[config.mk]
export PLATFORM = sky130hd
export DESIGN_NAME = slm_fifo
export DESIGN_NICKNAME = d
export VERILOG_FILES = /design/src/hw/rtl/slm_pkg.sv /design/src/hw/rtl/slm_fifo.sv
export SDC_FILE = /design/constraint.sdc
export NUM_CORES = 1
export LEC_CHECK = 0
export BUFFER_PORTS_ARGS = -buffer_cell sky130_fd_sc_hd__buf_2
export CAP_MARGIN = 10
export CORE_ASPECT_RATIO = 1.5
export CORE_MARGIN = 2
export CORE_UTILIZATION = 45
export CTS_CLUSTER_DIAMETER = 60
export DETAILED_ROUTE_END_ITERATION = 16
export PLACE_DENSITY = 0.82
export SYNTH_ARGS = -nofsm -noshare
export SYNTH_HDL_FRONTEND = slang
export SYNTH_SLANG_ARGS = --single-unit
[constraint.sdc]
create_clock -name clk -period 7.8 [get_ports clk]
set_input_delay 1.56 -clock clk [delete_from_list [all_inputs] [get_ports clk]]
set_output_delay 1.56 -clock clk [all_outputs]
set_load 0.01 [all_outputs]
[src/hw/rtl/slm_pkg.sv]
package slm_pkg;

    // Sample and level format: signed samples, unsigned levels, 1.0 = 65536
    localparam int unsigned SAMPLE_BITS  = 24;
    localparam int unsigned COEFF_BITS   = 16;
    localparam int unsigned TIMER_BITS   = 20;

    // Interpolation points between sample pairs; must stay a power of two
    localparam int unsigned INTERP_STEPS = 4;
    localparam int unsigned INTERP_LOG   = $clog2(INTERP_STEPS);

    // Entries of the request queue between front and back
    localparam int unsigned QUEUE_DEPTH  = 2;

    localparam int unsigned CFG_INDEX_BITS = 3;
    localparam int unsigned CFG_DATA_BITS  = TIMER_BITS;

    localparam logic [CFG_INDEX_BITS-1:0] REG_RMS_COEFF    = 3'd0;
    localparam logic [CFG_INDEX_BITS-1:0] REG_HOLD_ENABLE  = 3'd1;
    localparam logic [CFG_INDEX_BITS-1:0] REG_HOLD_SAMPLES = 3'd2;
    localparam logic [CFG_INDEX_BITS-1:0] REG_DECAY_COEFF  = 3'd3;
    localparam logic [CFG_INDEX_BITS-1:0] REG_CLIP_SAMPLES = 3'd4;

    localparam logic [COEFF_BITS-1:0] RMS_COEFF_RST    = 16'd65517;
    localparam logic                  HOLD_ENABLE_RST  = 1'b1;
    localparam logic [TIMER_BITS-1:0] HOLD_SAMPLES_RST = 20'd28800;
    localparam logic [COEFF_BITS-1:0] DECAY_COEFF_RST  = 16'd65528;
    localparam logic [TIMER_BITS-1:0] CLIP_SAMPLES_RST = 20'd8640;

    // Full scale: a true peak at or above this sets the clip timer
    localparam logic [SAMPLE_BITS-1:0] CLIP_LEVEL = SAMPLE_BITS'(65536);

    typedef struct packed {
        logic signed [SAMPLE_BITS-1:0] left_sample;
        logic signed [SAMPLE_BITS-1:0] right_sample;
    } slm_in_t;

    typedef struct packed {
        logic [SAMPLE_BITS-1:0] rms_level;
        logic [SAMPLE_BITS-1:0] true_peak;
        logic [SAMPLE_BITS-1:0] held_peak;
        logic                   clip_active;
    } slm_out_t;

    // One queued request: samples, magnitudes and half the energy
    typedef struct packed {
        logic signed [SAMPLE_BITS-1:0]   left_sample;
        logic signed [SAMPLE_BITS-1:0]   right_sample;
        logic        [SAMPLE_BITS-1:0]   mag_left;
        logic        [SAMPLE_BITS-1:0]   mag_right;
        logic        [2*SAMPLE_BITS-2:0] energy;
    } slm_job_t;

    typedef struct packed {
        logic [COEFF_BITS-1:0] rms_coeff;
        logic                  peak_hold_enable;
        logic [TIMER_BITS-1:0] hold_samples;
        logic [COEFF_BITS-1:0] decay_coeff;
        logic [TIMER_BITS-1:0] clip_samples;
    } slm_cfg_t;

endpackage

[src/hw/rtl/slm_fifo.sv]
module slm_fifo #(
    parameter int unsigned DEPTH = slm_pkg::QUEUE_DEPTH
) (
    input  logic               clk,
    input  logic               rst_n,
    input  logic               push,
    input  slm_pkg::slm_job_t  push_data,
    output logic               full,
    input  logic               pop,
    output slm_pkg::slm_job_t  pop_data,
    output logic               empty
);
    import slm_pkg::*;

    localparam int unsigned PTR_W = (DEPTH > 1) ? $clog2(DEPTH) : 1;
    localparam int unsigned CNT_W = $clog2(DEPTH + 1);

    slm_job_t         mem [DEPTH];
    logic [PTR_W-1:0] wr_ptr_reg;
    logic [PTR_W-1:0] rd_ptr_reg;
    logic [CNT_W-1:0] count_reg;

    logic [PTR_W-1:0] wr_ptr_next;
    logic [PTR_W-1:0] rd_ptr_next;
    logic [CNT_W-1:0] count_next;

    assign full     = (count_reg == CNT_W'(DEPTH));
    assign empty    = (count_reg == '0);
    assign pop_data = mem[rd_ptr_reg];

    always_comb
    begin
        wr_ptr_next = wr_ptr_reg;
        rd_ptr_next = rd_ptr_reg;
        count_next  = count_reg;
        if (push)
        begin
            wr_ptr_next = (wr_ptr_reg == PTR_W'(DEPTH - 1)) ? '0 : wr_ptr_reg + PTR_W'(1);
        end
        if (pop)
        begin
            rd_ptr_next = (rd_ptr_reg == PTR_W'(DEPTH - 1)) ? '0 : rd_ptr_reg + PTR_W'(1);
        end
        if (push && !pop)
        begin
            count_next = count_reg + CNT_W'(1);
        end
        else if (pop && !push)
        begin
            count_next = count_reg - CNT_W'(1);
        end
    end

    always_ff @(posedge clk or negedge rst_n)
    begin
        if (!rst_n)
        begin
            wr_ptr_reg <= '0;
            rd_ptr_reg <= '0;
            count_reg  <= '0;
        end
        else
        begin
            wr_ptr_reg <= wr_ptr_next;
            rd_ptr_reg <= rd_ptr_next;
            count_reg  <= count_next;
        end
    end

    always_ff @(posedge clk)
    begin
        if (push)
        begin
            mem[wr_ptr_reg] <= push_data;
        end
    end

endmodule

Word level (Yosys, flattened, before mapping)

Memory sizes are Yosys's and may differ from the RTL's.
Index checks and enable logic that the tools add are counted.
Widths: inputs -> output; s select.

Flip-flop bits (word level): 4
RAM bits: 286
Input bits: 147
Output and inout port bits: 145
Word-level logic and storage cells: 21
Memories: 1

Memories:

| name | depth | bits a word | rd ports | clocked after memory_dff | wr ports | line           | text |
|---|---|---|---|---|---|---|---|
| mem  | 2     | 143         | 1        | 0                        | 1        | slm_fifo.sv:18 | `slm_job_t mem [DEPTH];` |

$add $sub $neg: 4
Equality and inequality tests: 1
Multiplexer cells: 6
Reductions and logical operators: 6

Operators with widths:

| kind                | count |
|---|---|
| $mux 1              | 4 |
| $mux 2              | 2 |
| $add 1x1->1 const B | 2 |
| $add 2x1->2 const B | 1 |
| $eq 2x2->1 const B  | 1 |
| $logic_and 1x1->1   | 2 |
| $logic_not 1->1     | 2 |
| $logic_not 2->1     | 1 |
| $reduce_bool 2->1   | 1 |
| $sub 2x1->2 const B | 1 |

Longest topological paths before layout

Depth in word-level cells: 4
Mapped depth: 5
Depth with buffers taken out: 5

Least setup slack after synthesis

No wires, ideal clock.

Path kind: input to register
Start point: in push
End point: mem mem[0][0] (netlist name) (enable)
Arrival: 7749 ps
Required time: 7136 ps
Path slack: -613 ps
Stages: 1
Path buffers: 0
Cell sequence: nor2b_1

Cells in the longest elaborated chain, start to end: 2

Ends and longest elaborated chain:

| element                      | line           | text |
|---|---|---|
| start, declared              | slm_fifo.sv:6  | `input logic push,` |
| $mux 1                       | slm_fifo.sv:72 | `if (push)` |
| $mux 1 (not written as such) | slm_fifo.sv:74 | `mem[wr_ptr_reg] <= push_data;` |
| end, declared                | slm_fifo.sv:18 |  |

No other way between the ends.

==> flow_metrics.py <==
metrics = {
    "clock_network": {
        "clkSinkCount": 290,
        "cts-resized-gates": 0,
        "cts_root_buf": "clkbuf_16",
        "htree_num_levels": 1,
        "cts_hold_buffers": 0,
        "clock_path_buffers": 3,
        "insertion_delay_ns": 0.52,
        "cts_buffers": 26,
        "cts_tree": "built",
        "path_clk_slew_ns": 0.06,
        "cts_setup_buffers": 0,
    },
    "worst_hold_path": {
        "hold_path.class": "reg -> reg",
        "holdPathEnd": "count_reg[1]$_DFFE_PN0P_",
        "whs_path_depth": 1,
        "hold_start": "count_reg[1]$_DFFE_PN0P_",
    },
    "route": {
        "firstDrtPassIters": 4,
        "drt-total-wl_um": 20300,
        "antenna_left": 0,
        "drc": 0,
        "via_count": 5349,
        "drt_iter0_markers": 231,
        "wl_per_cell_um": 18.3,
        "via_per_inst": 4.81,
    },
    "sta": {
        "timing.final.crit_share_pct": 55.8,
        "hold_viol_final": 0,
        "timing.fmax_mhz": 230,
        "setup_viol": 0,
        "finalSetupTns_ns": 0,
        "max-slew-margin-rel_pct": 30.4,
        "finClkSkew_ns": 0.00678,
        "tightest_slew_ns": 1.04,
        "rsz0062_at_grt": "no",
        "maxSlewViolCount": 0,
        "post-route-min-period_ns": 4.35,
    },
    "worst_setup_path": {
        "cp.arrival_ns": 2.79,
        "r2r-end": "mem[1][141]$_DFFE_PP_",
        "r2r_cells": 2,
        "cp.required_ns": 6.24,
        "r2r_setup_slack_ns": 5.17,
        "crit_path_start_kind": "flip-flop",
        "r2r_start": "wr_ptr_reg$_DFFE_PN0P_",
        "worstPathMaxFanout": 82,
        "path_class": "reg -> out",
        "cp-end-kind": "output port",
    },
    "floorplan": {
        "start_util_pct": 45.6,
        "die_h_um": 193,
        "io_pins": 292,
        "dieArea_um2": 25100,
        "rows": 69,
        "die_w_um": 130,
        "core_um2": 23600,
    },
    "power_and_ir_drop": {
        "leakage_nw": 5.21,
        "power_switching_w": 0.00136,
        "p_int_w": 0.00355,
        "power_density_nw_per_um2": 365,
        "fin_total_pwr_w": 0.00490,
        "p_comb_share_pct": 27.8,
        "p_clk_share_pct": 26.9,
        "seqPwrFrac_pct": 45.2,
        "max-vdd-ir-drop_mv": 0.329,
        "switching_share_pct": 27.7,
    },
    "cells_and_area": {
        "final_nets": 916,
        "largest_reg_flops": 286,
        "fin_util_pct": 57.0,
        "final_cell_mix": "buf_2, edfxtp_1, mux2_2",
        "final_common_cell": "buf_2",
        "area_growth_syn_to_layout_pct": 25.1,
        "drive_gt1_share_pct": 61.5,
    },
    "synth": {
        "syn_inst": 461,
        "netlist_area_um2": 10700,
        "postSynthAreaPerCell_um2": 23.3,
        "synth_seq_cells": 290,
        "synth_cell_types": 13,
        "synth_area_leaders": "edfxtp_1, mux2_2, mux2_4",
        "synth_top_area_share_pct": 80.0,
        "syn_nets": 609,
        "yosysWarnings": 0,
        "ys_seq_area_share_pct": 80.9,
        "synth.largest_area_cell": "edfxtp_1",
    },
    "grt": {
        "grt_pass1_vias": 5699,
        "grt_use_total_pct": 15.6,
        "grt_antenna_before_repair": 7,
        "grt_max_degree": 83,
        "globalRoute.totalOverflow": 0,
        "grt_first_pass_wirelength_um": 29800,
    },
    "flow_run": {
        "drv_cap": 0,
    },
    "placement": {
        "portBuffers": 291,
        "place_hpwl_um": 13400,
        "gp_congestion": 0.758,
    },
    "outcome": {
        "status": "complete, no violations",
    },
}
cells in the mapped netlist, drive strengths merged:
cell    number
dfrtp        4
ha           1
mux2       143
and2         1
edfxtp     286
xor2         4
nor2b        2
xnor2        1
inv          1
nor2         2
buf         16
worst max path at each step:
stage / from / endpoint / slack, ns
final: rd_ptr_reg$_DFFE_PN0P_ / pop_data[4] / 3.45
after global routing: rd_ptr_reg$_DFFE_PN0P_ / pop_data[4] / 3.31
after CTS: rd_ptr_reg$_DFFE_PN0P_ / pop_data[4] / 3.42
after detailed placement: push / mem[1][0]$_DFFE_PP_ / 3.89
after global placement: push / mem[1][0]$_DFFE_PP_ / 3.93
after floorplan: push / mem[0][0]$_DFFE_PP_ / 2.07
routing by layer:
metal	up-vias	wire length [µm]	track usage, %
li1	2454	-	-
met3	50	1620	5.20
met4	2	691	7.13
met5	-	13	0
met1	2627	6830	15.3
met2	216	11100	28.7
critical path, cell delays in order, from the launching register on:
cell and delay, ns:
dfrtp_4 1.04, buf_12 0.45, mux2_2 0.42, buf_2 0.14
per-stage QoR:
stage | setup slack, ns | area (µm²) | hold WS (ns) | instances
global placement | 3.93 | 12500 | 0.479 | 1059
global route | 3.31 | 13400 | 0.509 | 1110
detailed placement | 3.89 | 12500 | 0.485 | 1059
finish | 3.45 | 13400 | 0.494 | 1111
floorplan | 2.07 | 10700 | 0.456 | 461
CTS | 3.42 | 13400 | 0.493 | 1105
power by group through the flow:
stage	combinational [W]	clock [W]	sequential [W]
2_1_floorplan	0.000980	0	0.00219
3_3_place_gp	0.00136	0	0.00223
3_5_place_dp	0.00138	0	0.00226
4_1_cts	0.00139	0.00136	0.00222
5_1_grt	0.00146	0.00141	0.00225
6_report	0.00136	0.00132	0.00222
area by class of cell:
| class | count | area [µm²] |
|---|---|---|
| fillers | 1782 | 10100 |
| flip-flops and latches | 290 | 8690 |
| multi-input cells | 154 | 1930 |
| repair buffers | 295 | 1500 |
| clock buffers | 28 | 679 |
| well taps | 319 | 399 |
| clock inverters | 18 | 223 |
| diodes | 6 | 15.0 |
| inverters | 1 | 3.75 |
cells by family (layout without fill, tap and decap cells):
group,after synthesis,in the layout,synth area share [%]
DFF,290,290,80.9
muxes,143,143,17.1
buffers and inverters,17,342,1.25
xor gates and xnor gates,5,5,0.408
and+or+nand+nor,5,5,0.245
adders and majority gates,1,1,0.116
other,0,6,0
Power figures use the tool's default switching activity.
