===== config.mk =====
export PLATFORM = sky130hd
export DESIGN_NAME = slm_front
export DESIGN_NICKNAME = d
export VERILOG_FILES = /design/src/hw/rtl/slm_pkg.sv /design/src/hw/rtl/slm_front.sv
export SDC_FILE = /design/constraint.sdc
export NUM_CORES = 2
export LEC_CHECK = 0
export ABC_AREA = 1
export CELL_PAD_IN_SITES_DETAIL_PLACEMENT = 0
export CELL_PAD_IN_SITES_GLOBAL_PLACEMENT = 1
export CORE_MARGIN = 2
export CORE_UTILIZATION = 26
export DETAILED_ROUTE_END_ITERATION = 7
export DONT_BUFFER_PORTS = 1
export GPL_ROUTABILITY_DRIVEN = 0
export PLACE_DENSITY = 0.57
export SLEW_MARGIN = 20
export SYNTH_ARGS = -nofsm -noshare
export SYNTH_HDL_FRONTEND = slang
export SYNTH_SLANG_ARGS = --single-unit

===== constraint.sdc =====
create_clock -name clk -period 10.2 [get_ports clk]
set_clock_uncertainty 0.15 [all_clocks]
set_input_delay 2.04 -clock clk [delete_from_list [all_inputs] [get_ports clk]]
set_output_delay 2.04 -clock clk [all_outputs]
set_load 0.02 [all_outputs]

===== src/hw/rtl/slm_pkg.sv =====
package slm_pkg;

    // Sample and level format: signed samples, unsigned levels, 1.0 = 65536
    localparam int unsigned SAMPLE_BITS  = 24;
    localparam int unsigned COEFF_BITS   = 16;
    localparam int unsigned TIMER_BITS   = 20;

    // Interpolation points between sample pairs; must stay a power of two
    localparam int unsigned INTERP_STEPS = 4;
    localparam int unsigned INTERP_LOG   = $clog2(INTERP_STEPS);

    // Entries of the request queue between front and back
    localparam int unsigned QUEUE_DEPTH  = 2;

    localparam int unsigned CFG_INDEX_BITS = 3;
    localparam int unsigned CFG_DATA_BITS  = TIMER_BITS;

    localparam logic [CFG_INDEX_BITS-1:0] REG_RMS_COEFF    = 3'd0;
    localparam logic [CFG_INDEX_BITS-1:0] REG_HOLD_ENABLE  = 3'd1;
    localparam logic [CFG_INDEX_BITS-1:0] REG_HOLD_SAMPLES = 3'd2;
    localparam logic [CFG_INDEX_BITS-1:0] REG_DECAY_COEFF  = 3'd3;
    localparam logic [CFG_INDEX_BITS-1:0] REG_CLIP_SAMPLES = 3'd4;

    localparam logic [COEFF_BITS-1:0] RMS_COEFF_RST    = 16'd65517;
    localparam logic                  HOLD_ENABLE_RST  = 1'b1;
    localparam logic [TIMER_BITS-1:0] HOLD_SAMPLES_RST = 20'd28800;
    localparam logic [COEFF_BITS-1:0] DECAY_COEFF_RST  = 16'd65528;
    localparam logic [TIMER_BITS-1:0] CLIP_SAMPLES_RST = 20'd8640;

    // Full scale: a true peak at or above this sets the clip timer
    localparam logic [SAMPLE_BITS-1:0] CLIP_LEVEL = SAMPLE_BITS'(65536);

    typedef struct packed {
        logic signed [SAMPLE_BITS-1:0] left_sample;
        logic signed [SAMPLE_BITS-1:0] right_sample;
    } slm_in_t;

    typedef struct packed {
        logic [SAMPLE_BITS-1:0] rms_level;
        logic [SAMPLE_BITS-1:0] true_peak;
        logic [SAMPLE_BITS-1:0] held_peak;
        logic                   clip_active;
    } slm_out_t;

    // One queued request: samples, magnitudes and half the energy
    typedef struct packed {
        logic signed [SAMPLE_BITS-1:0]   left_sample;
        logic signed [SAMPLE_BITS-1:0]   right_sample;
        logic        [SAMPLE_BITS-1:0]   mag_left;
        logic        [SAMPLE_BITS-1:0]   mag_right;
        logic        [2*SAMPLE_BITS-2:0] energy;
    } slm_job_t;

    typedef struct packed {
        logic [COEFF_BITS-1:0] rms_coeff;
        logic                  peak_hold_enable;
        logic [TIMER_BITS-1:0] hold_samples;
        logic [COEFF_BITS-1:0] decay_coeff;
        logic [TIMER_BITS-1:0] clip_samples;
    } slm_cfg_t;

endpackage


===== src/hw/rtl/slm_front.sv =====
module slm_front (
    input  logic               clk,
    input  logic               rst_n,
    input  logic               in_valid,
    output logic               in_stall,
    input  slm_pkg::slm_in_t   in_data,
    output logic               push,
    output slm_pkg::slm_job_t  push_data,
    input  logic               full
);
    import slm_pkg::*;

    localparam int unsigned SQ_W = 2 * SAMPLE_BITS;

    logic                          s1_valid_reg;
    logic signed [SAMPLE_BITS-1:0] s1_l_reg;
    logic signed [SAMPLE_BITS-1:0] s1_r_reg;

    logic                          s2_valid_reg;
    logic signed [SAMPLE_BITS-1:0] s2_l_reg;
    logic signed [SAMPLE_BITS-1:0] s2_r_reg;
    logic        [SAMPLE_BITS-1:0] s2_ml_reg;
    logic        [SAMPLE_BITS-1:0] s2_mr_reg;
    logic        [SQ_W-1:0]        s2_sql_reg;
    logic        [SQ_W-1:0]        s2_sqr_reg;

    logic [SAMPLE_BITS-1:0] raw_l;
    logic [SAMPLE_BITS-1:0] raw_r;
    logic [SAMPLE_BITS-1:0] mag_l;
    logic [SAMPLE_BITS-1:0] mag_r;
    logic [SQ_W-1:0]        sq_sum;
    logic                   s1_load;
    logic                   s2_load;

    assign raw_l = s1_l_reg;
    assign raw_r = s1_r_reg;
    // The most negative sample maps to 2^(SAMPLE_BITS-1), still in range
    assign mag_l = raw_l[SAMPLE_BITS-1] ? (~raw_l + SAMPLE_BITS'(1)) : raw_l;
    assign mag_r = raw_r[SAMPLE_BITS-1] ? (~raw_r + SAMPLE_BITS'(1)) : raw_r;

    assign push     = s2_valid_reg && !full;
    assign s2_load  = s1_valid_reg && (!s2_valid_reg || push);
    assign in_stall = s1_valid_reg && !s2_load;
    assign s1_load  = in_valid && !in_stall;

    assign sq_sum = s2_sql_reg + s2_sqr_reg;

    always_comb
    begin
        push_data.left_sample  = s2_l_reg;
        push_data.right_sample = s2_r_reg;
        push_data.mag_left     = s2_ml_reg;
        push_data.mag_right    = s2_mr_reg;
        push_data.energy       = sq_sum[SQ_W-1:1];
    end

    always_ff @(posedge clk or negedge rst_n)
    begin
        if (!rst_n)
        begin
            s1_valid_reg <= 1'b0;
            s2_valid_reg <= 1'b0;
        end
        else
        begin
            if (s1_load)
            begin
                s1_valid_reg <= 1'b1;
            end
            else if (s2_load)
            begin
                s1_valid_reg <= 1'b0;
            end

            if (s2_load)
            begin
                s2_valid_reg <= 1'b1;
            end
            else if (push)
            begin
                s2_valid_reg <= 1'b0;
            end
        end
    end

    always_ff @(posedge clk)
    begin
        if (s1_load)
        begin
            s1_l_reg <= in_data.left_sample;
            s1_r_reg <= in_data.right_sample;
        end
        if (s2_load)
        begin
            s2_l_reg   <= s1_l_reg;
            s2_r_reg   <= s1_r_reg;
            s2_ml_reg  <= mag_l;
            s2_mr_reg  <= mag_r;
            s2_sql_reg <= mag_l * mag_l;
            s2_sqr_reg <= mag_r * mag_r;
        end
    end

endmodule


---- Word level (Yosys, flattened, before mapping) ----
Index checks and enable logic that the tools add are counted.
storage, ports and cells
  register bits after elaboration ......... 242
  bits in read-only memories .............. 0
  word-level logic and storage cells ...... 34
  bits in latches ......................... 0
  input bits .............................. 52
  memories kept ........................... 0
  bits in writable memories ............... 0
cells by class
  reduce and logical (&&, ||, !) cells .... 11
  shift-type cells ........................ 0
  div/mod/pow operators ................... 0
  equality and inequality tests ........... 0
  $lt $le $gt $ge ......................... 0
  multiply operators ...................... 2
  bitwise gates (word level) .............. 2
  mux-type cells .......................... 6
  $add $sub $neg .......................... 3
operators with widths
  kind                   number
  $mul 24x24->48         2
  $add 24x1->24 const B  2
  $add 48x48->48         1
  $mux 24                2
  $not 24->24            2
  $logic_and 1x1->1      4
  $logic_not 1->1        4
  $mux 1                 4
  $reduce_bool 2->1      2
  $logic_or 1x1->1       1

---- Depth between registers and ports, before layout ----
  depth in word-level cells ............... 9
  depth in mapped cells ................... 40

---- Worst setup path after synthesis ----
Ideal clock, no wire load.
  path kind ............................... input to register
  start point ............................. in full
  end point ............................... reg s2_l_reg[0], enable pin
  path buffers ............................ 0
  stages on the path ...................... 1
  required time ........................... 9257 ps
  arrival time ............................ 10988 ps
  setup time .............................. 793 ps
  setup slack ............................. -1731 ps
  cell sequence ........................... a21oi_1
between the ends
  cells in the longest elaborated chain, start to end .. 4
RTL lines
  item                  line             RTL
  start, declared       slm_front.sv:9   input logic full
  $logic_not 1->1       slm_front.sv:41  assign push = s2_valid_reg && !full;
  $logic_and 1x1->1     slm_front.sv:41
  $logic_or 1x1->1      slm_front.sv:42  assign s2_load = s1_valid_reg && (!s2_valid_reg || push);
  $logic_and 1x1->1     slm_front.sv:42
  end signal, assigned  slm_front.sv:95  s2_l_reg <= s1_l_reg;
  end, declared         slm_front.sv:20  logic signed [SAMPLE_BITS-1:0] s2_l_reg;
Every way passes these cells.
A chain may end at the register's enable or synchronous reset.

---- Final worst setup path ----
  start point ............................. reg s1_r_reg[0], in the netlist raw_r[0]
  end point ............................... reg s2_sqr_reg[41] (data pin)
between the ends
  cells in the longest elaborated chain, start to end .. 4
RTL lines
  item                    line              RTL
  start, declared         slm_front.sv:17   logic signed [SAMPLE_BITS-1:0] s1_r_reg;
  start signal, assigned  slm_front.sv:91   s1_r_reg <= in_data.right_sample;
  $not 24->24             slm_front.sv:39   assign mag_r = raw_r[SAMPLE_BITS-1] ? (~raw_r + SAMPLE_BITS'(1)) : raw_r;
  $add 24x1->24           slm_front.sv:39
  $mux 24 *               slm_front.sv:39
  $mul 24x24->48 *        slm_front.sv:100  s2_sqr_reg <= mag_r * mag_r;
  end signal, assigned    slm_front.sv:100
  end, declared           slm_front.sv:25   logic [SQ_W-1:0] s2_sqr_reg;
Mark *: on every way between the ends. The rest lies on a longest branch, timed or not.

==> parameters.txt <==
Parameter                              Value

Hold path
  Min-Delay Path Depth ... 0
  Path category of the worst min-delay check ... register to register
  Startpoint of the worst hold path ... raw_l[1]$_DFFE_PP_
  Hold endpoint ... s2_l_reg[1]$_DFFE_PP_

Yosys
  Post-synthesis cell type count ... 50
  Ranking of synthesized cells by area ... sky130_fd_sc_hd__fa_1, sky130_fd_sc_hd__edfxtp_1, sky130_fd_sc_hd__inv_1
  Synth Area per Inst ... 8.02 sq um
  Post-synthesis cell area ... 0.0472 sq mm
  Register area share after synthesis ... 0.150
  Fraction of synthesis flops using an asynchronous set or reset pin ... 0.00847
  Cell with the most instances after synthesis ... sky130_fd_sc_hd__inv_1
  Area share of the leading cell type in the synthesized netlist ... 0.359
  Top cell type by total area after synthesis ... sky130_fd_sc_hd__fa_1
  Flops & latches, synth ... about 240
  Count of synthesis-stage warnings from yosys ... 0
  Gate Count Post-Synth ... 5,885
  EDFF count, synth ... approximately 230
  Leading register cell type out of synthesis ... sky130_fd_sc_hd__edfxtp_1
  Commonest cells in the synthesized netlist ... sky130_fd_sc_hd__inv_1, sky130_fd_sc_hd__nand2_1, sky130_fd_sc_hd__fa_1

STA
  Highest Clock Rate ... 0.111 GHz
  Fraction of the cycle the final worst path needs ... 0.882
  Unrepaired setup endpoints after global routing ... no
  Post-route setup TNS ... 0 ps
  Count of endpoints failing setup in the final report ... 0
  Slew at the pin closest to its max-slew limit ... ~910 ps
  Final critical path time including I/O delays and setup ... 9000 ps
  Final Hold Viols ... 0
  Remaining max-slew budget at the tightest pin ... 0.395
  Final Max Slew Viols ... 0

Global routing
  Via count of the first global-routing pass ... 38,643
  Congestion Overflow GR ... 0
  Wire length of the first global-routing pass ... 245,000 um
  Overall routing resource usage ... 0.177
  Initial antenna violation count ... 3
  Largest net degree at the start of global routing ... 107

Routing
  Vias ... 35,598
  Routed wire length ... 160,000 um
  Number of design rule violations left after detail routing ... 0
  TritonRoute pass-1 iters ... 5
  Number of DRC violations after detailed-routing iteration 0 ... 2,023
  Antenna viol nets, final ... 0
  Vias per cell ... 4.28
  Avg WL per Cell ... 19.2 um

Worst setup path
  Reg-to-reg endpoint ... s2_sqr_reg[41]$_DFFE_PP_
  Slowest library cell on the worst path ... sky130_fd_sc_hd__fa_1
  Worst-case register-to-register setup slack ... 1200 ps
  Critical path's largest stage delay ... 550 ps
  Largest fanout on the critical path ... 20
  RR Startpoint ... raw_r[0]$_DFFE_PP_
  Buffering stage count on the worst path with inverters included ... 7
  Kind of cell adding the most delay to the critical path ... adder cells
  Type of destination of the critical path ... register
  Worst setup path startpoint ... raw_r[0]$_DFFE_PP_
  Worst Setup Start Kind ... register
  Worst path arrival time ... 9240 ps
  Crit path required time ... between 10,000 and 15,000 ps
  Critical path's most frequent cell ... sky130_fd_sc_hd__fa_1
  Count of cells along the worst register-to-register path ... 32
  Worst setup path class ... register to register

Die
  Die ar. ... approximately 0.18 sq mm
  Number of top-level pins ... 197
  Core outline area ... 0.181 sq mm
  Die span in y ... 430 um
  Standard-cell row count ... 156
  Overall die width ... 430 um
  Initial core utilization ... 0.261

Outcome
  Result of the run ... completed

Clocking
  CTS Hold Bufs ... 0
  Clock tree buffer depth ... 3
  Clock root buffer ... sky130_fd_sc_hd__clkbuf_16
  Clock Pin Slew Worst Setup and Hold Paths ... 70 ps
  Clock tree from TritonCTS ... yes
  Total number of clock tree sinks ... 236
  TritonCTS buffer count ... 36
  Clock latency reported for the late side of the worst-skew pair ... 640 ps
  Level count of the clock H-tree ... 2
  Number of gates resized after CTS ... 0
  Post-CTS repair timing setup buffer count ... 0

Place
  Count of port buffers added during placement ... 0
  Number of cells in the design after placement ... 8,257
  Detailed Place HPWL ... 136,000 um

Layout
  Layout Nets ... 7,208
  Antenna diode count ... 0
  Area growth syn-to-layout ... 9.07%
  Share of final-layout standard cells stronger than drive strength 1 ... 0.0366
  Number of standard cells in the final layout excluding fillers ... 8,321

Flow run
  # Max-Cap Violations ... 0
[cell type report]
| cell class | instances | area (sq um) |
|---|---|---|
| Fill cell | 19619 | 129000 |
| Multi-Input combinational cell | 3826 | 33100 |
| Sequential cell | 236 | 7080 |
| Inverter | 1775 | 6670 |
| Tap cell | 2370 | 2970 |
| Clock buffer | 37 | 905 |
| Timing Repair Buffer | 50 | 388 |
| Clock inverter | 27 | 370 |
[metrics by stage]
stage	utilization	instance area [sq um]	hold slack, ps	setup slack, ps
2_1_floorplan	-	47300	271	2490
3_3_place_gp	0.278	50200	296	1240
3_5_place_dp	0.278	50200	304	1130
4_1_cts	0.285	51500	311	1090
5_1_grt	0.285	51500	321	626
6_report	0.285	51500	310	1200
[how the worst max path moves through the flow]
stage | to | depth (start not counted) | slack [ps]
final | s2_sqr_reg[41]$_DFFE_PP_ | 32 | 1200
after global routing | s2_sqr_reg[41]$_DFFE_PP_ | 32 | 630
after CTS | s2_sqr_reg[41]$_DFFE_PP_ | 32 | 1090
after detailed placement | s2_sqr_reg[41]$_DFFE_PP_ | 32 | 1130
after global placement | s2_sqr_reg[41]$_DFFE_PP_ | 33 | 1240
after floorplan | s2_l_reg[0]$_DFFE_PP_ | 1 | 2490
[cell usage in the layout (no fill, tap or decap), drive strengths merged, types with 9 or more instances in the layout]
cell type and n:
a21oi 120, buf 50, clkbuf 37, clkinv 13
conb 34, edfxtp 234, fa 847, ha 384
inv 1777, nand2 1475, nand3 174, nand3b 9
nand4 50, nor2 514, nor3 27, o21ai 48
o21bai 24, xnor2 28, xor2 68
[per-layer routing]
| metal | GRT usage | up-vias | routed length (um) |
|---|---|---|---|
| met4 | 0.0350 | 4 | 2990 |
| met5 | 0 | - | 21 |
| met2 | 0.309 | 681 | 77900 |
| met3 | 0.0204 | 125 | 6310 |
| met1 | 0.235 | 17665 | 72700 |
| li1 | - | 17123 | - |
[logic make-up (layout without fill, tap and decap cells)]
logic type      after synthesis  count (layout)  synth area share
xor+xnor                     96              96            0.0195
other cells                   2              34          0.000159
flops                       236             236             0.150
compound gates              200             200            0.0235
simple gates               2265            2265             0.194
buf+inv                    1855            1889             0.152
fa+ha+maj                  1231            1231             0.461
Power is left out: the tool's default activity adds up to more than one toggle a clock period on the data nets, which glitch-free logic cannot reach.
