<file path="config.mk">
export PLATFORM = sky130hd
export DESIGN_NAME = slm_back
export DESIGN_NICKNAME = d
export VERILOG_FILES = /design/src/hw/rtl/slm_pkg.sv /design/src/hw/rtl/slm_isqrt.sv /design/src/hw/rtl/slm_back.sv
export SDC_FILE = /design/constraint.sdc
export NUM_CORES = 2
export LEC_CHECK = 0
export BUFFER_PORTS_ARGS = -buffer_cell sky130_fd_sc_hd__buf_2
export CORE_ASPECT_RATIO = 1.25
export CORE_MARGIN = 4
export CORE_UTILIZATION = 50
export DETAILED_ROUTE_END_ITERATION = 12
export PLACE_DENSITY = 0.69
export SYNTH_ARGS = -nofsm -noshare
export SYNTH_HDL_FRONTEND = slang
export SYNTH_SLANG_ARGS = --single-unit
</file>
<file path="constraint.sdc">
create_clock -name clk -period 7.75 [get_ports clk]
set_clock_uncertainty 0.05 [all_clocks]
set_input_delay 0.3875 -clock clk [delete_from_list [all_inputs] [get_ports clk]]
set_output_delay 0.3875 -clock clk [all_outputs]
set_load 0.1 [all_outputs]
</file>
<file path="src/hw/rtl/slm_pkg.sv">
package slm_pkg;

    // Sample and level format: signed samples, unsigned levels, 1.0 = 65536
    localparam int unsigned SAMPLE_BITS  = 24;
    localparam int unsigned COEFF_BITS   = 16;
    localparam int unsigned TIMER_BITS   = 20;

    // Interpolation points between sample pairs; must stay a power of two
    localparam int unsigned INTERP_STEPS = 4;
    localparam int unsigned INTERP_LOG   = $clog2(INTERP_STEPS);

    // Entries of the request queue between front and back
    localparam int unsigned QUEUE_DEPTH  = 2;

    localparam int unsigned CFG_INDEX_BITS = 3;
    localparam int unsigned CFG_DATA_BITS  = TIMER_BITS;

    localparam logic [CFG_INDEX_BITS-1:0] REG_RMS_COEFF    = 3'd0;
    localparam logic [CFG_INDEX_BITS-1:0] REG_HOLD_ENABLE  = 3'd1;
    localparam logic [CFG_INDEX_BITS-1:0] REG_HOLD_SAMPLES = 3'd2;
    localparam logic [CFG_INDEX_BITS-1:0] REG_DECAY_COEFF  = 3'd3;
    localparam logic [CFG_INDEX_BITS-1:0] REG_CLIP_SAMPLES = 3'd4;

    localparam logic [COEFF_BITS-1:0] RMS_COEFF_RST    = 16'd65517;
    localparam logic                  HOLD_ENABLE_RST  = 1'b1;
    localparam logic [TIMER_BITS-1:0] HOLD_SAMPLES_RST = 20'd28800;
    localparam logic [COEFF_BITS-1:0] DECAY_COEFF_RST  = 16'd65528;
    localparam logic [TIMER_BITS-1:0] CLIP_SAMPLES_RST = 20'd8640;

    // Full scale: a true peak at or above this sets the clip timer
    localparam logic [SAMPLE_BITS-1:0] CLIP_LEVEL = SAMPLE_BITS'(65536);

    typedef struct packed {
        logic signed [SAMPLE_BITS-1:0] left_sample;
        logic signed [SAMPLE_BITS-1:0] right_sample;
    } slm_in_t;

    typedef struct packed {
        logic [SAMPLE_BITS-1:0] rms_level;
        logic [SAMPLE_BITS-1:0] true_peak;
        logic [SAMPLE_BITS-1:0] held_peak;
        logic                   clip_active;
    } slm_out_t;

    // One queued request: samples, magnitudes and half the energy
    typedef struct packed {
        logic signed [SAMPLE_BITS-1:0]   left_sample;
        logic signed [SAMPLE_BITS-1:0]   right_sample;
        logic        [SAMPLE_BITS-1:0]   mag_left;
        logic        [SAMPLE_BITS-1:0]   mag_right;
        logic        [2*SAMPLE_BITS-2:0] energy;
    } slm_job_t;

    typedef struct packed {
        logic [COEFF_BITS-1:0] rms_coeff;
        logic                  peak_hold_enable;
        logic [TIMER_BITS-1:0] hold_samples;
        logic [COEFF_BITS-1:0] decay_coeff;
        logic [TIMER_BITS-1:0] clip_samples;
    } slm_cfg_t;

endpackage

</file>
<file path="src/hw/rtl/slm_isqrt.sv">
module slm_isqrt (
    input  logic                                   clk,
    input  logic                                   rst_n,
    input  logic                                   start,
    input  logic [2*slm_pkg::SAMPLE_BITS-1:0]      radicand,
    output logic                                   busy,
    output logic [slm_pkg::SAMPLE_BITS-1:0]        root
);
    import slm_pkg::*;

    localparam int unsigned RAD_W = 2 * SAMPLE_BITS;
    localparam int unsigned REM_W = SAMPLE_BITS + 2;
    localparam int unsigned CNT_W = $clog2(SAMPLE_BITS + 1);

    logic                   busy_reg;
    logic [CNT_W-1:0]       cnt_reg;
    logic [RAD_W-1:0]       rad_reg;
    logic [REM_W-1:0]       rem_reg;
    logic [SAMPLE_BITS-1:0] root_reg;

    logic [REM_W-1:0]       rem_shift;
    logic [REM_W-1:0]       trial;
    logic                   take;

    // Restoring square root: one root bit per cycle
    assign rem_shift = {rem_reg[SAMPLE_BITS-1:0], rad_reg[RAD_W-1 -: 2]};
    assign trial     = {root_reg, 2'b01};
    assign take      = (rem_shift >= trial);

    always_ff @(posedge clk or negedge rst_n)
    begin
        if (!rst_n)
        begin
            busy_reg <= 1'b0;
            cnt_reg  <= '0;
        end
        else if (start)
        begin
            busy_reg <= 1'b1;
            cnt_reg  <= CNT_W'(SAMPLE_BITS);
        end
        else if (busy_reg)
        begin
            cnt_reg <= cnt_reg - CNT_W'(1);
            if (cnt_reg == CNT_W'(1))
            begin
                busy_reg <= 1'b0;
            end
        end
    end

    always_ff @(posedge clk)
    begin
        if (start)
        begin
            rad_reg  <= radicand;
            rem_reg  <= '0;
            root_reg <= '0;
        end
        else if (busy_reg)
        begin
            rad_reg  <= {rad_reg[RAD_W-3:0], 2'b00};
            rem_reg  <= take ? (rem_shift - trial) : rem_shift;
            root_reg <= {root_reg[SAMPLE_BITS-2:0], take};
        end
    end

    assign busy = busy_reg;
    assign root = root_reg;

endmodule

</file>
<file path="src/hw/rtl/slm_back.sv">
module slm_back (
    input  logic               clk,
    input  logic               rst_n,
    input  slm_pkg::slm_cfg_t  cfg,
    input  logic               empty,
    output logic               pop,
    input  slm_pkg::slm_job_t  job,
    output logic               out_valid,
    input  logic               out_stall,
    output slm_pkg::slm_out_t  out_data
);
    import slm_pkg::*;

    localparam int unsigned ACC_W    = SAMPLE_BITS + INTERP_LOG + 1;
    localparam int unsigned DIF_W    = SAMPLE_BITS + 1;
    localparam int unsigned ICNT_W   = $clog2(INTERP_STEPS + 1);
    localparam int unsigned PA_W     = COEFF_BITS + SAMPLE_BITS;
    localparam int unsigned PB_W     = COEFF_BITS + 1 + SAMPLE_BITS;
    localparam int unsigned SUM_W    = PB_W + 1;
    localparam int unsigned RAD_W    = 2 * SAMPLE_BITS;

    localparam logic [1:0] ST_IDLE = 2'd0;
    localparam logic [1:0] ST_RUN  = 2'd1;
    localparam logic [1:0] ST_MUL  = 2'd2;
    localparam logic [1:0] ST_FIN  = 2'd3;

    localparam logic [COEFF_BITS:0]  COEFF_ONE  = (COEFF_BITS + 1)'(1) << COEFF_BITS;
    localparam logic [SUM_W-1:0]     ROUND_HALF = SUM_W'(1) << (COEFF_BITS - 1);
    localparam logic [TIMER_BITS-1:0] TIMER_MAX = '1;

    logic [1:0] state_reg;
    logic [1:0] state_next;

    // Architectural state
    logic        [SAMPLE_BITS-1:0] rms_reg;
    logic signed [SAMPLE_BITS-1:0] prev_l_reg;
    logic signed [SAMPLE_BITS-1:0] prev_r_reg;
    logic        [SAMPLE_BITS-1:0] hold_reg;
    logic        [TIMER_BITS-1:0]  htimer_reg;
    logic        [TIMER_BITS-1:0]  ctimer_reg;

    // Work registers of the request in flight
    logic signed [SAMPLE_BITS-1:0] cur_l_reg;
    logic signed [SAMPLE_BITS-1:0] cur_r_reg;
    logic        [SAMPLE_BITS-1:0] peak_reg;
    logic signed [ACC_W-1:0]       acc_l_reg;
    logic signed [ACC_W-1:0]       acc_r_reg;
    logic signed [DIF_W-1:0]       dl_reg;
    logic signed [DIF_W-1:0]       dr_reg;
    logic        [ICNT_W-1:0]      icnt_reg;
    logic        [PA_W-1:0]        prod_a_reg;
    logic        [PB_W-1:0]        prod_b_reg;
    logic        [PA_W-1:0]        prod_d_reg;

    logic     out_valid_reg;
    slm_out_t out_data_reg;

    logic                          sq_busy;
    logic        [SAMPLE_BITS-1:0] sq_root;

    logic signed [DIF_W-1:0]       dl_new;
    logic signed [DIF_W-1:0]       dr_new;
    logic        [ACC_W-1:0]       raw_l;
    logic        [ACC_W-1:0]       raw_r;
    logic        [ACC_W-1:0]       mag_l;
    logic        [ACC_W-1:0]       mag_r;
    logic        [ACC_W:0]         rnd_l;
    logic        [ACC_W:0]         rnd_r;
    logic        [SAMPLE_BITS-1:0] cand_l;
    logic        [SAMPLE_BITS-1:0] cand_r;
    logic        [SAMPLE_BITS-1:0] peak_mid;
    logic        [SAMPLE_BITS-1:0] peak_step;
    logic        [SAMPLE_BITS-1:0] peak_first;

    logic        [SUM_W-1:0]       rms_sum;
    logic        [SAMPLE_BITS-1:0] rms_next;
    logic        [SAMPLE_BITS-1:0] decayed;
    logic        [SAMPLE_BITS-1:0] hold_next;
    logic        [TIMER_BITS-1:0]  htimer_inc;
    logic        [TIMER_BITS-1:0]  htimer_next;
    logic        [TIMER_BITS-1:0]  ctimer_next;
    logic                          commit;

    slm_isqrt u_isqrt (
        .clk      (clk),
        .rst_n    (rst_n),
        .start    (pop),
        .radicand (RAD_W'(job.energy)),
        .busy     (sq_busy),
        .root     (sq_root)
    );

    assign pop    = (state_reg == ST_IDLE) && !empty;
    assign commit = (state_reg == ST_FIN) && (!out_valid_reg || !out_stall);

    // Interpolation: acc walks prev*(N-i) + cur*i by adding (cur - prev)
    assign dl_new = DIF_W'(job.left_sample) - DIF_W'(prev_l_reg);
    assign dr_new = DIF_W'(job.right_sample) - DIF_W'(prev_r_reg);

    assign raw_l  = acc_l_reg;
    assign raw_r  = acc_r_reg;
    assign mag_l  = raw_l[ACC_W-1] ? (~raw_l + ACC_W'(1)) : raw_l;
    assign mag_r  = raw_r[ACC_W-1] ? (~raw_r + ACC_W'(1)) : raw_r;
    assign rnd_l  = {1'b0, mag_l} + (ACC_W + 1)'(INTERP_STEPS / 2);
    assign rnd_r  = {1'b0, mag_r} + (ACC_W + 1)'(INTERP_STEPS / 2);
    assign cand_l = SAMPLE_BITS'(rnd_l >> INTERP_LOG);
    assign cand_r = SAMPLE_BITS'(rnd_r >> INTERP_LOG);

    assign peak_mid   = (cand_l > peak_reg) ? cand_l : peak_reg;
    assign peak_step  = (cand_r > peak_mid) ? cand_r : peak_mid;
    assign peak_first = (job.mag_left > job.mag_right) ? job.mag_left : job.mag_right;

    // Level update at commit
    assign rms_sum  = SUM_W'(prod_a_reg) + SUM_W'(prod_b_reg) + ROUND_HALF;
    assign rms_next = rms_sum[COEFF_BITS +: SAMPLE_BITS];
    assign decayed  = prod_d_reg[COEFF_BITS +: SAMPLE_BITS];
    assign htimer_inc = (htimer_reg != TIMER_MAX) ? htimer_reg + TIMER_BITS'(1) : htimer_reg;

    always_comb
    begin
        hold_next   = peak_reg;
        htimer_next = '0;
        if (cfg.peak_hold_enable && (peak_reg < hold_reg))
        begin
            htimer_next = htimer_inc;
            hold_next   = hold_reg;
            if (htimer_inc > cfg.hold_samples)
            begin
                hold_next = (decayed < peak_reg) ? peak_reg : decayed;
            end
        end

        if (peak_reg >= CLIP_LEVEL)
        begin
            ctimer_next = cfg.clip_samples;
        end
        else if (ctimer_reg != '0)
        begin
            ctimer_next = ctimer_reg - TIMER_BITS'(1);
        end
        else
        begin
            ctimer_next = ctimer_reg;
        end
    end

    always_comb
    begin
        state_next = state_reg;
        unique case (state_reg)
            ST_IDLE:
            begin
                if (pop)
                begin
                    state_next = ST_RUN;
                end
            end
            ST_RUN:
            begin
                if ((icnt_reg == '0) && !sq_busy)
                begin
                    state_next = ST_MUL;
                end
            end
            ST_MUL:
            begin
                state_next = ST_FIN;
            end
            ST_FIN:
            begin
                if (commit)
                begin
                    state_next = ST_IDLE;
                end
            end
            default:
            begin
                state_next = ST_IDLE;
            end
        endcase
    end

    always_ff @(posedge clk or negedge rst_n)
    begin
        if (!rst_n)
        begin
            state_reg     <= ST_IDLE;
            out_valid_reg <= 1'b0;
            icnt_reg      <= '0;
            rms_reg       <= '0;
            prev_l_reg    <= '0;
            prev_r_reg    <= '0;
            hold_reg      <= '0;
            htimer_reg    <= '0;
            ctimer_reg    <= '0;
        end
        else
        begin
            state_reg <= state_next;

            if (pop)
            begin
                icnt_reg <= ICNT_W'(INTERP_STEPS - 1);
            end
            else if ((state_reg == ST_RUN) && (icnt_reg != '0))
            begin
                icnt_reg <= icnt_reg - ICNT_W'(1);
            end

            if (commit)
            begin
                out_valid_reg <= 1'b1;
                rms_reg       <= rms_next;
                prev_l_reg    <= cur_l_reg;
                prev_r_reg    <= cur_r_reg;
                hold_reg      <= hold_next;
                htimer_reg    <= htimer_next;
                ctimer_reg    <= ctimer_next;
            end
            else if (!out_stall)
            begin
                out_valid_reg <= 1'b0;
            end
        end
    end

    always_ff @(posedge clk)
    begin
        if (pop)
        begin
            cur_l_reg <= job.left_sample;
            cur_r_reg <= job.right_sample;
            peak_reg  <= peak_first;
            dl_reg    <= dl_new;
            dr_reg    <= dr_new;
            acc_l_reg <= (ACC_W'(prev_l_reg) <<< INTERP_LOG) + ACC_W'(dl_new);
            acc_r_reg <= (ACC_W'(prev_r_reg) <<< INTERP_LOG) + ACC_W'(dr_new);
        end
        else if ((state_reg == ST_RUN) && (icnt_reg != '0))
        begin
            peak_reg  <= peak_step;
            acc_l_reg <= acc_l_reg + ACC_W'(dl_reg);
            acc_r_reg <= acc_r_reg + ACC_W'(dr_reg);
        end

        if (state_reg == ST_MUL)
        begin
            prod_a_reg <= cfg.rms_coeff * rms_reg;
            prod_b_reg <= (COEFF_ONE - {1'b0, cfg.rms_coeff}) * sq_root;
            prod_d_reg <= hold_reg * cfg.decay_coeff;
        end

        if (commit)
        begin
            out_data_reg.rms_level   <= rms_next;
            out_data_reg.true_peak   <= peak_reg;
            out_data_reg.held_peak   <= hold_next;
            out_data_reg.clip_active <= (ctimer_next != '0);
        end
    end

    assign out_valid = out_valid_reg;
    assign out_data  = out_data_reg;

endmodule

</file>
# --- Word-level counts from Yosys, hierarchy flattened ---
# Index checks and enable logic that the tools add are counted.
classes:
  bitwise_logic: 2
  eq_ne: 9
  reduce_logical: 18
  mux: 34
  multipliers: 3
  magnitude_cmp: 8
  addsub: 18
ops:
  columns: ["cell", "count"]
  rows:
  - ["2-to-1 mux 24 bit", 9]
  - ["2-to-1 mux 27 bit", 4]
  - ["2-to-1 mux 47 bit", 2]
  - ["2-to-1 mux 20 bit", 4]
  - ["> comparator 24 bit", 3]
  - ["adder 26 x 25 -> 27 bit", 2]
  - ["adder 27 x 25 -> 27 bit", 2]
  - ["adder 26 x 1 -> 26 bit (second input constant)", 2]
  - ["adder 26 x 2 -> 26 bit (second input constant)", 2]
  - ["2-to-1 mux 26 bit", 2]
  - ["inverter 26 bit", 2]
  - ["subtractor 24 x 24 -> 25 bit", 2]
  - ["less-than comparator 24 bit", 2]
  - ["adder 40 x 16 -> 40 bit (second input constant)", 1]
  - ["adder 40 bit", 1]
  - ["multiplier 16 x 24 -> 40 bit", 1]
  - ["multiplier 18 x 25 -> 40 bit", 1]
  - ["multiplier 24 x 16 -> 40 bit", 1]
  - ["nonzero test 20 bit", 2]
  - [">= comparator 26 bit", 1]
  - [">= comparator 24 x 17 -> 1 bit (second input constant)", 1]
  - ["subtractor 24 bit", 1]
  - ["adder 20 x 1 -> 20 bit (second input constant)", 1]
  - ["> comparator 20 bit", 1]
  - ["23 further kinds", 42]
word_totals:
  regBits: 613
  wordCells: 121

# --- Longest topological paths before layout ---
depth:
  ltp_word: 10
  ltp_mapped: 34
  ltp_nobuf: 32

# --- Cells and area by module ---
# From an unflattened synthesis, not the netlist that was laid out.
unflattened:
  cells_unflattened: 8238
  hier_area_um2: 76109.2
modules_own_cells:
  columns: ["module", "instances", "cells_each", "area_per_inst_um2"]
  rows:
  - ["slm_back", 1, 7701, 70510.1]
  - ["slm_isqrt", 1, 537, 5599.1]

# --- Least setup slack after synthesis ---
# OpenSTA, ideal clock, no wires.
synth_timing:
  kind: "input to register"
  from: "input cfg[58] (netlist name)"
  to: "register prod_b_reg[38] (data pin)"
  required_time_ns: 7.435
  t_arrival_ns: 7.440
  path_slack_ns: -0.006
  n_path_buf: 3
  path_stages: 31
  path_cell_list: "clkbuf_1 -> clkbuf_1 -> inv_1 -> ha_1 -> inv_1 -> or3_1 -> xor2_1 -> clkbuf_1 -> nand2_1 -> fa_1 -> inv_1 -> fa_1 -> inv_1 -> fa_1 -> inv_1 -> fa_1 -> inv_1 -> fa_1 -> inv_1 -> fa_1 -> ha_1 -> and3_1 -> nor2b_1 -> a211o_1 -> a21oi_1 -> o32ai_1 -> a311oi_1 -> o41ai_1 -> a221oi_1 -> o21ai_0 -> xor2_1"
synth_between:
  elab_chain_cells: 2
synth_rtl:
  columns: ["element", "line_no", "rtl"]
  rows:
  - ["from (decl)", "slm_back.sv:4", "input slm_pkg::slm_cfg_t cfg,"]
  - ["subtractor 17 x 16 -> 18 bit", "slm_back.sv:249", "prod_b_reg <= (COEFF_ONE - {1'b0, cfg.rms_coeff}) * sq_root;"]
  - ["multiplier 18 x 25 -> 40 bit", "slm_back.sv:249", null]
  - ["to (signal assigned)", "slm_back.sv:249", null]
  - ["to (decl)", "slm_back.sv:52", "logic [PB_W-1:0] prod_b_reg;"]
# Every way passes these cells.
# A chain may end at the register's enable or synchronous reset.

# --- Worst setup path after layout ---
layout_timing:
  from: "input cfg[60] (netlist name)"
  to: "register prod_b_reg[38] (data pin)"
# The elaborated chain is that of the path after synthesis.

==> impl_metrics.json <==
{
  "tns_ns": 0,
  "fp.dieH_um": 443,
  "vias": 59500,
  "maxSlewViolCount": 0,
  "via_per_inst": 5.56,
  "finalSetupViolations": 0,
  "synth_top_area_frac": 0.250,
  "cts_sinks": 597,
  "rows": 159,
  "finalNetCount": 10500,
  "min_period_over_period": 0.963,
  "crit_type": "in -> reg",
  "synth_area_mm2": 0.0757,
  "utilization": 0.558,
  "insertion_delay_ns": 0.67,
  "setup.worst_path.start": "cfg[60]",
  "critPathMaxFanout": 27,
  "gp_congestion": 0.915,
  "worstPathRequired_ns": 8.11,
  "dp_hpwl_um": 160000,
  "hold_ws_ns": 0.0549,
  "crit_top_cell": "fa_1",
  "post-place-cells": 10400,
  "hold_viol_final": 0,
  "die_area_mm2": 0.158,
  "syn_nets": 10200,
  "yosysWarnings": 0,
  "grt_pass1_wl_um": 328000,
  "fp.coreArea_mm2": 0.150,
  "cts_max_level": 3,
  "ff2ff_setup_slack_ns": 0.42,
  "synth_edf_count": 400,
  "io_buffers": 294,
  "fmax_ghz": 0.134,
  "rsz0062_at_grt": "yes",
  "yosys-top-cells-area": "fa_1, edfxtp_1, ha_1, inv_1, nand2_1",
  "period_needed_ns": 7.46,
  "syn-instance-count": 8265,
  "max_stage_delay_ns": 0.55,
  "yosys.area.top_type": "fa_1",
  "critPathSlowestCell": "fa_1",
  "avgSynthCellArea_um2": 9.15,
  "drtAntennaViolNets": 0,
  "yosysUniqueCellTypes": 94,
  "reg2reg_from": "hold_reg[9]$_DFFE_PN0P_",
  "startpoint_type": "input pin",
  "largest_register_ff_count": 73,
  "syn2layout_area_growth_pct": 11.0,
  "chipWidth_um": 356,
  "async_reset_ff_frac": 0.248,
  "hp-start": "cfg[0]",
  "hold_class": "in -> reg",
  "tritoncts": "yes",
  "wl_per_cell_um": 18.9,
  "first_pass_iters": 6,
  "drive_gt1_frac": 0.0857,
  "antenna_found_initial": 9,
  "grt_pass1_vias": 62100,
  "ys_seq_elements": 597,
  "synth_ff_type": "edfxtp_1",
  "wirelength_um": 202000,
  "grt_max_degree": 101,
  "cp_data_arrival_time_ns": 7.82,
  "grt_overflow": 0,
  "ios": 295,
  "max_cap_violations": 0,
  "clkTransAtPathRegs_ns": 0.07,
  "start_util": 0.503,
  "crit_path_end_kind": "flop",
  "fin_cells": 10700,
  "ys_seq_area_frac": 0.221,
  "max_slew.worst_pin.slew_ns": 1.15,
  "clockRootBuffer": "clkbuf_16",
  "drc": 0,
  "grt_usage": 0.257,
  "slew_headroom": 0.231,
  "numCtsBuffers": 72,
  "outcome": "complete, no violations",
  "clockBufferDepth": 3,
  "drt_iter0_markers": 3977
}
[worst max-delay path, delay by kind of cell]
family / cells / cell delay, ns
XOR/XNOR: 2 / 0.34
buffers and inverters: 10 / 1.33
AND/OR/NAND/NOR: 6 / 0.86
adder cells (fa/ha/maj): 7 / 3.30
AO/OA/AOI/OAI: 6 / 1.55
[layout by cell type (no fill, tap or decap), types with 34 or more instances in the layout]
| master | instances |
|---|---|
| a21o_1 | 167 |
| a21oi_1 | 322 |
| a31oi_1 | 34 |
| and2_1 | 400 |
| and3_1 | 39 |
| buf_2 | 293 |
| buf_4 | 210 |
| clkbuf_16 | 75 |
| dfrtp_1 | 145 |
| dfxtp_1 | 49 |
| dlygate4sd3_1 | 108 |
| edfxtp_1 | 400 |
| fa_1 | 946 |
| ha_1 | 750 |
| inv_1 | 1316 |
| mux2i_1 | 94 |
| nand2_1 | 1269 |
| nand2b_1 | 62 |
| nand3_1 | 95 |
| nand4_1 | 44 |
| nor2_1 | 334 |
| nor2b_1 | 66 |
| nor3_1 | 122 |
| o21a_1 | 64 |
| o21ai_0 | 298 |
| o21bai_1 | 43 |
| o31ai_1 | 37 |
| xnor2_1 | 226 |
| xor2_1 | 138 |
[metal layers]
metal	vias to the layer above	track usage	wire length, um
li1	27500	-	-
met1	29600	0.338	83100
met2	1954	0.438	98100
met3	401	0.0322	12900
met4	0	0.0924	7390
met5	-	0	0
[path summary, 6_finish.rpt]
check	cells past startpoint	end
max	31	prod_b_reg[38]$_DFFE_PP_
max in group asynchronous	3	u_isqrt.busy$_DFF_PN0_
min in group asynchronous	2	hold_reg[19]$_DFFE_PN0P_
min reg2reg	2	prev_r_reg[7]$_DFFE_PN0P_
max reg2reg	25	prod_d_reg[39]$_DFFE_PP_
min	3	ctimer_reg[0]$_DFFE_PN0P_
[cells by family after synthesis]
logic type | after synthesis | synth area share
simple gates | 2579 | 0.158
fa+ha+maj | 1698 | 0.375
buf+inv | 1665 | 0.0827
compound gates | 1235 | 0.105
flops | 597 | 0.221
xor+xnor | 377 | 0.0437
mux | 114 | 0.0154
[final cells by class]
cell class	count	area, um2
clock buffers	93	1970
flip-flops and latches	597	16700
repair buffers	622	4320
clock inverters	41	494
fillers	13400	66400
inverters	1318	4960
multi-input cells	6003	53000
well taps	2012	2520
diodes	4	10.0
[metrics by stage]
step | cell area [um2] | worst slack (ns)
after floorplan | 75700 | 0.0408
after global placement | 80300 | -0.862
after detailed placement | 80300 | -1.06
after CTS | 83800 | 0.0160
after global routing | 84000 | -0.0332
final | 84000 | 0.286
[synth_stat cells (95+ instances only)]
| library cell | n |
|---|---|
| inv_1 | 1316 |
| nand2_1 | 1271 |
| fa_1 | 946 |
| ha_1 | 752 |
| and2_1 | 400 |
| edfxtp_1 | 400 |
| nor2_1 | 335 |
| a21oi_1 | 324 |
| clkbuf_1 | 321 |
| o21ai_0 | 298 |
| xnor2_1 | 236 |
| a21o_1 | 167 |
| dfrtp_1 | 148 |
| xor2_1 | 140 |
| nor3_1 | 124 |
| nand3_1 | 95 |
[timing repair]
item | in CTS | in global routing
endpoints found under the hold margin | 175 | 0
setup endpoints to repair | 7 | 33
resized for setup | 2 | 22
hold buffers | 108 | 0
cloned | 0 | 0
pin swaps | 0 | 5
buffers inserted | 0 | 3
Power is not shown: default switching activity piles up to over one toggle a cycle in this logic, so the estimate is an artifact.
